--- src/rtl/bba_pkg.sv ---
// ----------------------------------------------------------------------------
// bba_pkg: shared definitions for the bitmap block allocator
// Field widths of the request and result ports, and the command codes.
// ----------------------------------------------------------------------------
`default_nettype none

package bba_pkg;

  // Field widths
  localparam int unsigned CMD_W   = 2;
  localparam int unsigned START_W = 10;
  localparam int unsigned CNT_W   = 11;

  // Command codes
  typedef enum logic [CMD_W-1:0] {
    CMD_ALLOC   = 2'd0,
    CMD_FREE    = 2'd1,
    CMD_RELEASE = 2'd2,
    CMD_RESERVE = 2'd3
  } cmd_e;

endpackage : bba_pkg

`default_nettype wire

--- src/rtl/bba_ram.sv ---
// ----------------------------------------------------------------------------
// bba_ram: generic single-write, single-read RAM
// One write port and one read port; read data is registered.
// ----------------------------------------------------------------------------
`default_nettype none

module bba_ram #(
  parameter int unsigned WIDTH = 32,
  parameter int unsigned DEPTH = 32,
  parameter int unsigned AW    = (DEPTH > 1) ? $clog2(DEPTH) : 1
) (
  input  wire logic             clk_i,
  input  wire logic             we_i,
  input  wire logic [AW-1:0]    waddr_i,
  input  wire logic [WIDTH-1:0] wdata_i,
  input  wire logic [AW-1:0]    raddr_i,
  output logic      [WIDTH-1:0] rdata_o
);

  logic [WIDTH-1:0] mem_q [DEPTH];

  // Write port
  always_ff @(posedge clk_i) begin
    if (we_i) begin
      mem_q[waddr_i] <= wdata_i;
    end
  end

  // Registered read port
  always_ff @(posedge clk_i) begin
    rdata_o <= mem_q[raddr_i];
  end

endmodule : bba_ram

`default_nettype wire

--- src/rtl/bitmap_block_allocator.sv ---
// ----------------------------------------------------------------------------
// bitmap_block_allocator: first-fit bitmap block allocator
// Keeps one used bit per block in a word RAM plus a used-block count, and
// serves allocate, free, release-region and reserve-region requests.
// ----------------------------------------------------------------------------
// After reset the block sweeps the bitmap RAM, writing one word per cycle to
// mark every block used; no request is taken meanwhile. One request is
// worked at a time. An allocate scans the bitmap one word per cycle with a
// pipelined read; a request that cannot succeed by count fails without a
// scan. A run is then marked by walking the map from word 0: each word
// wholly below the run is stepped over, and each word the run touches takes
// a read-modify-write; a release then re-reserves block 0. The result waits
// in an output register, and the next request is accepted while it does.
// ----------------------------------------------------------------------------
`default_nettype none

module bitmap_block_allocator #(
  parameter int unsigned NUM_BLOCKS = 1024,
  parameter int unsigned WORD_BITS  = 32
) (
  input  wire logic                        clk_i,
  input  wire logic                        rst_ni,
  // configuration write channel
  input  wire logic                        cfg_valid_i,
  output logic                             cfg_ready_o,
  input  wire logic [bba_pkg::CNT_W-1:0]   cfg_data_i,
  // request channel
  input  wire logic                        in_valid_i,
  output logic                             in_stall_o,
  input  wire logic [bba_pkg::CMD_W-1:0]   cmd_i,
  input  wire logic [bba_pkg::START_W-1:0] start_block_i,
  input  wire logic [bba_pkg::CNT_W-1:0]   block_count_i,
  // result channel
  output logic                             out_valid_o,
  input  wire logic                        out_stall_i,
  output logic                             ok_o,
  output logic [bba_pkg::START_W-1:0]      alloc_start_o,
  output logic [bba_pkg::CNT_W-1:0]        used_count_o,
  output logic [bba_pkg::CNT_W-1:0]        free_count_o
);

  localparam int unsigned CNT_W     = bba_pkg::CNT_W;
  localparam int unsigned START_W   = bba_pkg::START_W;
  localparam int unsigned MAP_WORDS = (NUM_BLOCKS + WORD_BITS - 1) / WORD_BITS;
  localparam int unsigned AW        = (MAP_WORDS > 1) ? $clog2(MAP_WORDS) : 1;
  localparam int unsigned LAST_WORD = MAP_WORDS - 1;
  localparam int unsigned POS_W     = $clog2(NUM_BLOCKS + 4096);
  localparam int unsigned UC_W      = ($clog2(NUM_BLOCKS + 1) > CNT_W) ?
                                      $clog2(NUM_BLOCKS + 1) : CNT_W;
  localparam int unsigned LU_W      = $clog2(WORD_BITS + 1);
  localparam int unsigned LVL       = $clog2(WORD_BITS);

  // Sequencer states
  localparam logic [2:0] ST_INIT = 3'd0;
  localparam logic [2:0] ST_IDLE = 3'd1;
  localparam logic [2:0] ST_SCAN = 3'd2;
  localparam logic [2:0] ST_MRD  = 3'd4;
  localparam logic [2:0] ST_MWR  = 3'd5;
  localparam logic [2:0] ST_FIN  = 3'd6;

  // Control registers
  logic [2:0]       state_q, state_d;
  logic [POS_W-1:0] w_q, w_d;
  logic [UC_W-1:0]  used_q, used_d;
  logic [CNT_W-1:0] total_q;
  logic             out_valid_q, out_valid_d;
  logic             rv_q, rv_d;

  // Payload registers
  logic [CNT_W-1:0]   cnt_q, cnt_d;
  logic               alloc_q, alloc_d;
  logic               sub_q, sub_d;
  logic               ok_q, ok_d;
  logic               val_q, val_d;
  logic               rel_q, rel_d;
  logic [POS_W-1:0]   start_q, start_d;
  logic [POS_W-1:0]   end_q, end_d;
  logic [POS_W-1:0]   base_q, base_d;
  logic [POS_W-1:0]   cbase_q, cbase_d;
  logic [POS_W-1:0]   carry_q, carry_d;
  logic               res_ok_q, res_ok_d;
  logic [START_W-1:0] res_start_q, res_start_d;
  logic [CNT_W-1:0]   res_used_q, res_used_d;
  logic [CNT_W-1:0]   res_free_q, res_free_d;

  // RAM port
  logic                 ram_we;
  logic [WORD_BITS-1:0] ram_wdata;
  logic [WORD_BITS-1:0] ram_rdata;

  // Effective total and free count
  logic [UC_W-1:0] eff_total;
  logic [UC_W-1:0] free_now;

  // Scan datapath
  logic [WORD_BITS-1:0] scan_used;
  logic [LU_W-1:0]      lu [LVL+1][WORD_BITS];
  logic [POS_W-1:0]     run_len [WORD_BITS];
  logic [WORD_BITS-1:0] hit;
  logic                 hit_any;
  logic [POS_W-1:0]     hit_idx;
  logic [POS_W-1:0]     where;

  // Marking mask
  logic [WORD_BITS-1:0] mark_mask;
  logic                 mark_more;
  logic                 mark_skip;

  // Count update
  logic [UC_W:0]   add_sum;
  logic [UC_W-1:0] add_res;
  logic [UC_W-1:0] sub_res;
  logic [UC_W-1:0] used_new;
  logic [UC_W-1:0] free_new;
  logic            in_accept;
  logic            out_free;

  assign cfg_ready_o   = 1'b1;
  assign in_stall_o    = (state_q != ST_IDLE);
  assign in_accept     = in_valid_i && !in_stall_o;
  assign out_valid_o   = out_valid_q;
  assign out_free      = !out_valid_q || !out_stall_i;
  assign ok_o          = res_ok_q;
  assign alloc_start_o = res_start_q;
  assign used_count_o  = res_used_q;
  assign free_count_o  = res_free_q;

  // Clamp the total to the map size
  assign eff_total = (UC_W'(total_q) > UC_W'(NUM_BLOCKS)) ? UC_W'(NUM_BLOCKS)
                                                          : UC_W'(total_q);
  assign free_now  = (used_q >= eff_total) ? '0 : eff_total - used_q;

  bba_ram #(
    .WIDTH (WORD_BITS),
    .DEPTH (MAP_WORDS),
    .AW    (AW)
  ) u_map (
    .clk_i   (clk_i),
    .we_i    (ram_we),
    .waddr_i (w_q[AW-1:0]),
    .wdata_i (ram_wdata),
    .raddr_i (w_q[AW-1:0]),
    .rdata_o (ram_rdata)
  );

  // Find the lowest free run in the word under check
  always_comb begin
    for (int j = 0; j < WORD_BITS; j++) begin
      scan_used[j] = ram_rdata[j] ||
                     ((cbase_q + POS_W'(j)) >= POS_W'(eff_total));
      lu[0][j] = scan_used[j] ? LU_W'(j + 1) : '0;
    end
    // prefix of the last used position, one doubling per level
    for (int s = 0; s < LVL; s++) begin
      for (int j = 0; j < WORD_BITS; j++) begin
        if (j >= (1 << s) && lu[s][j] == '0) begin
          lu[s+1][j] = lu[s][j - (1 << s)];
        end else begin
          lu[s+1][j] = lu[s][j];
        end
      end
    end
    for (int j = 0; j < WORD_BITS; j++) begin
      if (lu[LVL][j] != '0) begin
        run_len[j] = POS_W'(j + 1) - POS_W'(lu[LVL][j]);
      end else begin
        run_len[j] = carry_q + POS_W'(j + 1);
      end
      hit[j] = run_len[j] >= POS_W'(cnt_q);
    end
    hit_any = |hit;
    hit_idx = '0;
    for (int j = WORD_BITS - 1; j >= 0; j--) begin
      if (hit[j]) begin
        hit_idx = POS_W'(j);
      end
    end
    where = cbase_q + hit_idx + POS_W'(1) - POS_W'(cnt_q);
  end

  // Mask of run bits inside the current word
  always_comb begin
    for (int j = 0; j < WORD_BITS; j++) begin
      mark_mask[j] = ((base_q + POS_W'(j)) >= start_q) &&
                     ((base_q + POS_W'(j)) < end_q) &&
                     ((base_q + POS_W'(j)) < POS_W'(NUM_BLOCKS));
    end
    mark_more = (w_q <= POS_W'(LAST_WORD)) && (base_q < end_q);
    mark_skip = (w_q <= POS_W'(LAST_WORD)) &&
                ((base_q + POS_W'(WORD_BITS)) <= start_q);
  end

  // Saturating count update
  always_comb begin
    add_sum = (UC_W+1)'(used_q) + (UC_W+1)'(cnt_q);
    add_res = (add_sum > (UC_W+1)'(eff_total)) ? eff_total : add_sum[UC_W-1:0];
    if (add_res < used_q) begin
      add_res = used_q;
    end
    sub_res = (UC_W'(cnt_q) >= used_q) ? '0 : used_q - UC_W'(cnt_q);
    if (sub_q) begin
      used_new = sub_res;
    end else if (!alloc_q || ok_q) begin
      used_new = add_res;
    end else begin
      used_new = used_q;
    end
    free_new = (used_new >= eff_total) ? '0 : eff_total - used_new;
  end

  // RAM write data
  always_comb begin
    ram_we    = (state_q == ST_INIT) || (state_q == ST_MWR);
    ram_wdata = '1;
    if (state_q == ST_MWR) begin
      ram_wdata = val_q ? (ram_rdata | mark_mask) : (ram_rdata & ~mark_mask);
    end
  end

  // Sequencer
  always_comb begin
    state_d     = state_q;
    w_d         = w_q;
    used_d      = used_q;
    out_valid_d = out_valid_q;
    rv_d        = rv_q;
    cnt_d       = cnt_q;
    alloc_d     = alloc_q;
    sub_d       = sub_q;
    ok_d        = ok_q;
    val_d       = val_q;
    rel_d       = rel_q;
    start_d     = start_q;
    end_d       = end_q;
    base_d      = base_q;
    cbase_d     = cbase_q;
    carry_d     = carry_q;
    res_ok_d    = res_ok_q;
    res_start_d = res_start_q;
    res_used_d  = res_used_q;
    res_free_d  = res_free_q;

    // drop the result once taken
    if (out_valid_q && !out_stall_i) begin
      out_valid_d = 1'b0;
    end

    unique case (state_q)
      ST_INIT: begin
        w_d = w_q + POS_W'(1);
        if (w_q == POS_W'(LAST_WORD)) begin
          state_d = ST_IDLE;
        end
      end

      ST_IDLE: begin
        if (in_accept) begin
          cnt_d   = block_count_i;
          alloc_d = (cmd_i == bba_pkg::CMD_ALLOC);
          sub_d   = (cmd_i == bba_pkg::CMD_FREE) || (cmd_i == bba_pkg::CMD_RELEASE);
          rel_d   = (cmd_i == bba_pkg::CMD_RELEASE);
          val_d   = (cmd_i == bba_pkg::CMD_RESERVE);
          if (cmd_i == bba_pkg::CMD_ALLOC) begin
            ok_d    = 1'b0;
            w_d     = '0;
            base_d  = '0;
            rv_d    = 1'b0;
            carry_d = '0;
            if (block_count_i != '0 && free_now >= UC_W'(block_count_i)) begin
              state_d = ST_SCAN;
            end else begin
              state_d = ST_FIN;
            end
          end else begin
            ok_d    = 1'b1;
            start_d = POS_W'(start_block_i);
            end_d   = POS_W'(start_block_i) + POS_W'(block_count_i);
            w_d     = '0;
            base_d  = '0;
            state_d = ST_MRD;
          end
        end
      end

      ST_SCAN: begin
        // issue the next word read while checking the previous one
        rv_d = base_q < POS_W'(eff_total);
        if (rv_d) begin
          cbase_d = base_q;
          w_d     = w_q + POS_W'(1);
          base_d  = base_q + POS_W'(WORD_BITS);
        end
        if (rv_q) begin
          carry_d = run_len[WORD_BITS-1];
        end
        if (rv_q && hit_any) begin
          ok_d    = 1'b1;
          val_d   = 1'b1;
          start_d = where;
          end_d   = where + POS_W'(cnt_q);
          w_d     = '0;
          base_d  = '0;
          state_d = ST_MRD;
        end else if (!rv_q && !rv_d) begin
          state_d = ST_FIN;
        end
      end

      ST_MRD: begin
        if (mark_skip) begin
          // step over a word wholly below the run
          w_d    = w_q + POS_W'(1);
          base_d = base_q + POS_W'(WORD_BITS);
        end else if (mark_more) begin
          state_d = ST_MWR;
        end else if (rel_q) begin
          // re-reserve block 0 after a release
          rel_d   = 1'b0;
          val_d   = 1'b1;
          start_d = '0;
          end_d   = POS_W'(1);
          w_d     = '0;
          base_d  = '0;
        end else begin
          state_d = ST_FIN;
        end
      end

      ST_MWR: begin
        w_d     = w_q + POS_W'(1);
        base_d  = base_q + POS_W'(WORD_BITS);
        state_d = ST_MRD;
      end

      ST_FIN: begin
        if (out_free) begin
          used_d      = used_new;
          res_ok_d    = ok_q;
          res_start_d = (alloc_q && ok_q) ? start_q[START_W-1:0] : '0;
          res_used_d  = used_new[CNT_W-1:0];
          res_free_d  = free_new[CNT_W-1:0];
          out_valid_d = 1'b1;
          state_d     = ST_IDLE;
        end
      end

      default: begin
        state_d = ST_IDLE;
      end
    endcase
  end

  // Control state
  always_ff @(posedge clk_i or negedge rst_ni) begin
    if (!rst_ni) begin
      state_q     <= ST_INIT;
      w_q         <= '0;
      used_q      <= UC_W'(NUM_BLOCKS);
      total_q     <= CNT_W'(1024);
      out_valid_q <= 1'b0;
      rv_q        <= 1'b0;
    end else begin
      state_q     <= state_d;
      w_q         <= w_d;
      used_q      <= used_d;
      out_valid_q <= out_valid_d;
      rv_q        <= rv_d;
      if (cfg_valid_i && cfg_ready_o) begin
        total_q <= cfg_data_i;
      end
    end
  end

  // Payload state
  always_ff @(posedge clk_i) begin
    cnt_q       <= cnt_d;
    alloc_q     <= alloc_d;
    sub_q       <= sub_d;
    ok_q        <= ok_d;
    val_q       <= val_d;
    rel_q       <= rel_d;
    start_q     <= start_d;
    end_q       <= end_d;
    base_q      <= base_d;
    cbase_q     <= cbase_d;
    carry_q     <= carry_d;
    res_ok_q    <= res_ok_d;
    res_start_q <= res_start_d;
    res_used_q  <= res_used_d;
    res_free_q  <= res_free_d;
  end

endmodule : bitmap_block_allocator

`default_nettype wire
--- config.mk ---
export PLATFORM = sky130hd
export DESIGN_NAME = bitmap_block_allocator
export DESIGN_NICKNAME = d
export VERILOG_FILES = /design/src/rtl/bba_pkg.sv /design/src/rtl/bba_ram.sv /design/src/rtl/bitmap_block_allocator.sv
export SDC_FILE = /design/constraint.sdc
export NUM_CORES = 2
export LEC_CHECK = 0
export ABC_AREA = 1
export BUFFER_PORTS_ARGS = -buffer_cell sky130_fd_sc_hd__buf_2
export CAP_MARGIN = 20
export CORE_MARGIN = 1
export CORE_UTILIZATION = 62
export DETAILED_ROUTE_END_ITERATION = 8
export HOLD_SLACK_MARGIN = 0.08
export MAX_ROUTING_LAYER = met4
export PLACE_DENSITY = 0.8
export SKIP_LAST_GASP = 1
export SYNTH_ARGS = -nofsm -noshare
export SYNTH_HDL_FRONTEND = slang
export SYNTH_SLANG_ARGS = --single-unit
--- constraint.sdc ---
create_clock -name clk_i -period 14.23 [get_ports clk_i]
set_clock_uncertainty 0.1 [all_clocks]
set_input_delay 1.423 -clock clk_i [delete_from_list [all_inputs] [get_ports clk_i]]
set_output_delay 1.423 -clock clk_i [all_outputs]
set_load 0.005 [all_outputs]
==> reports/qor.csv <==
stage;metric;value;unit
status;status;completed;
grt;grt_pass1_wl;403;mm
yosys;synth_top_family_by_area;compound AO/OA/AOI/OAI gates;
grt;grt_overflow_total;0;
finish;layout_commonest_cell;nor2_1;
finish;fillCellCount;8739;
routing;dr.pass1.iters;6;
yosys;synth_seq_area_share;48.0;%
routing;top_layer;met4;
die;dieArea;121000;sq um
worst_setup_path;end_kind;register;
yosys;synth_edf_count;1128;
yosys;synthArstFlopShare;3.33;%
pwr;powerDensity;177;nW/um^2
die;die_h;348;um
die;fp.dieW;348;um
sta;post-route-period-util;90.3;%
routing;drcViolationCount;0;
sta;period_needed;12850;ps
finish;fin_nets;8741;
sta;drv_slew;0;
yosys;synth_area;74100;sq um
placed_design;dp_hpwl;186;mm
worst_setup_path;crit_fanout;14;
die;core.rowCount;126;
worst_setup_path;critPathArrivalTime;13280;ps
placed_design;gp_congestion;1.10;
finish;area_growth;9.14;%
pwr;leakage;0.0330;uW
worst_setup_path;reg2reg_slack;1380;ps
yosys;netlist_instances;8040;
routing;vias_per_cell;6.76;
cts;cts.path.max_buffers;3;
routing;wl;278;mm
yosys;synthSimpleGateAreaFrac;14.5;%
die;start_util;62.6;%
worst_setup_path;cp_slowest_cell;a21oi_1;
hold_path;hold_path_class;register to register;
worst_setup_path;r2r_end;end_q[12];
grt;antenna_found_initial;12;
die;coreArea;118000;sq um
sta;slew_headroom;16.8;%
cts;clock_latency;780;ps
hold_path;hold_start;used_q[10];
sta;worst_pin_slew;1250;ps
sta;max_freq;77.8;MHz
routing;met1_length;98.4;mm
pwr;max-vdd-ir-drop;0.210;mV
cts;cts.htree.levels;3;
cts;clock-sinks;1200;
worst_setup_path;startpoint;total_q[2];
sta;hold_violations;0;
routing;num_vias;65700;
worst_setup_path;cpPeakStageDelay;610;ps
grt;grt_max_degree;190;
hold_path;holdPathEnd;used_q[10];
yosys;synthXorXnorAreaFrac;3.21;%
grt;grt_pass1_vias;62700;
die;ios;75;
yosys;ys.flop_type;edfxtp_1;
grt;grt_util_all_layers;46.3;%
cts;path_clk_slew;70;ps
hold_path;holdPathStages;2;
routing;drt_iter0_markers;9702;
finish;final_layout_size_suffix_gt1_share;8.44;%
sta;setup_violations;0;
cts;tritoncts.num_buffers;114;
yosys;synthMuxAreaShare;0.0878;%
placed_design;io_buffers;73;
worst_setup_path;crit_path_start_kind;register;
worst_setup_path;crit_type;register to register;
yosys;syn_nets;8715;
worst_setup_path;reg2regPathDepth;68;
worst_setup_path;timing.critical_path.mode_cell;nor2_1;
yosys;synth-seq-cells;1200;
yosys;synth_cell_types;94;
routing;met3_length;37.0;mm
sta;fin_tns_setup;0;ps
routing;ant_nets;0;
job;max_cap_violations;0;
routing;wl_met2;123;mm
yosys;syn_area_per_cell;9.21;sq um
routing;post_drt_wl_per_cell;28.6;um
worst_setup_path;critPathRequiredTime;14660;ps
placed_design;dpl_worst_slack;1530;ps
finish;final_cell_mix;nor2_1, edfxtp_1, nand2_1;
yosys;synth_compound_area_share;17.4;%
cts;cts_root_buffer;clkbuf_16;
worst_setup_path;r2r_start;total_q[2];
sta;rsz0062_at_grt;false;
yosys;yosysWarnings;0;
cts;tritoncts;built;
sta;layout_setup_ws;1380;ps
yosys;synth_adder_area_share;10.8;%
worst max-delay path, delay by kind of cell (launching register included):
kind | cells | cell delay (ps)
AND/OR/NAND/NOR | 37 | 4890
adder cells (fa/ha/maj) | 6 | 1870
XOR/XNOR | 1 | 200
buffers and inverters | 6 | 390
flip-flops | 1 | 470
AO/OA/AOI/OAI | 18 | 4690
worst max-delay path by stage:
stage / end / slack, ps / depth (start not counted)
finish: end_q[12] / 1380 / 68
global route: end_q[11] / 230 / 92
global placement: end_q[12] / 1520 / 90
detailed placement: end_q[11] / 1530 / 86
floorplan: end_q[12] / 4300 / 100
CTS: end_q[11] / 1480 / 82
kinds of logic after synthesis:
group | count (synthesis)
and+or+nand+nor | 2556
AOI/OAI and AO/OA | 2205
DFF | 1200
buffers and inverters | 1165
adders and majority gates | 636
xor gates and xnor gates | 271
muxes | 6
other | 1
area by class of cell:
class / count / area (sq um) / area share [%]
Multi-Input combinational cell: 5675 / 34500 / 42.7
Clock buffer: 146 / 3020 / 3.74
Clock inverter: 71 / 873 / 1.08
Antenna cell: 11 / 27.5 / 0.0341
Timing Repair Buffer: 239 / 1760 / 2.18
Tap cell: 1536 / 1920 / 2.38
Sequential cell: 1200 / 35500 / 43.9
Inverter: 836 / 3160 / 3.91
what timing repair did:
| item | CTS | global route |
|---|---|---|
| resized for setup | 0 | 2 |
| endpoints found under the setup margin | 0 | 3 |
| hold buffers | 0 | 0 |
| buffers inserted | 0 | 0 |
power breakdown:
group	internal, uW	switching (uW)	total, uW	leakage (uW)
Combinational	1800	4610	6410	0.0205
Sequential	4400	320	4720	0.0107
Clock	1760	1420	3180	0.00186
synthesized netlist by cell type (34+ instances only):
master | count | area share (%)
clkbuf_1 | 296 | 1.5
nor3_1 | 60 | 0.41
a31oi_1 | 37 | 0.31
a21o_1 | 36 | 0.36
o211ai_1 | 34 | 0.34
nor2_1 | 1195 | 6.1
inv_2 | 48 | 0.24
o21bai_1 | 59 | 0.60
o21ai_0 | 956 | 6.5
dfrtp_1 | 38 | 1.3
a221oi_1 | 71 | 0.84
nand4_1 | 44 | 0.37
nand3_1 | 134 | 0.91
o21a_1 | 57 | 0.58
a21oi_1 | 449 | 3.0
xor2_1 | 254 | 3.0
ha_1 | 629 | 11
inv_1 | 773 | 3.9
nand2_1 | 960 | 4.9
edfxtp_1 | 1128 | 46
a22o_1 | 70 | 0.83
o22ai_1 | 267 | 2.3
registers in the layout (all words and copies together) (netlist names), 3 cells and up:
name	flops
free_count_o	11
u_map.rdata_o	32
carry_q	13
used_q	11
start_q	13
used_count_o	11
u_map.mem_q	1024
base_q	8
cbase_q	8
alloc_start_o	10
state_q	3
total_q	11
w_q	13
end_q	13
cnt_q	11
per-stage QoR:
| stage | utilization, % | hold WS, ps | cell area (sq um) | cells | power (uW) |
|---|---|---|---|---|---|
| 6_report | 68.4 | 430 | 80800 | 9714 | 14300 |
| 5_1_grt | 68.4 | 468 | 80800 | 9713 | 14900 |
| 4_1_cts | 68.2 | 429 | 80600 | 9691 | 14000 |
| 3_5_place_dp | 64.9 | 429 | 76700 | 9474 | 10800 |
| 3_3_place_gp | 64.8 | 418 | 76700 | 9471 | 10600 |
| 2_1_floorplan | - | 351 | 74100 | 8040 | 8610 |
routing by layer:
metal / vias to the layer above / track usage, %
met5: - / -
met4: 0 / 28.1
met3: 1246 / 10.5
met2: 5361 / 69.5
met1: 30700 / 57.3
li1: 28300 / -
No activity file was read; power rests on OpenSTA's default activity.
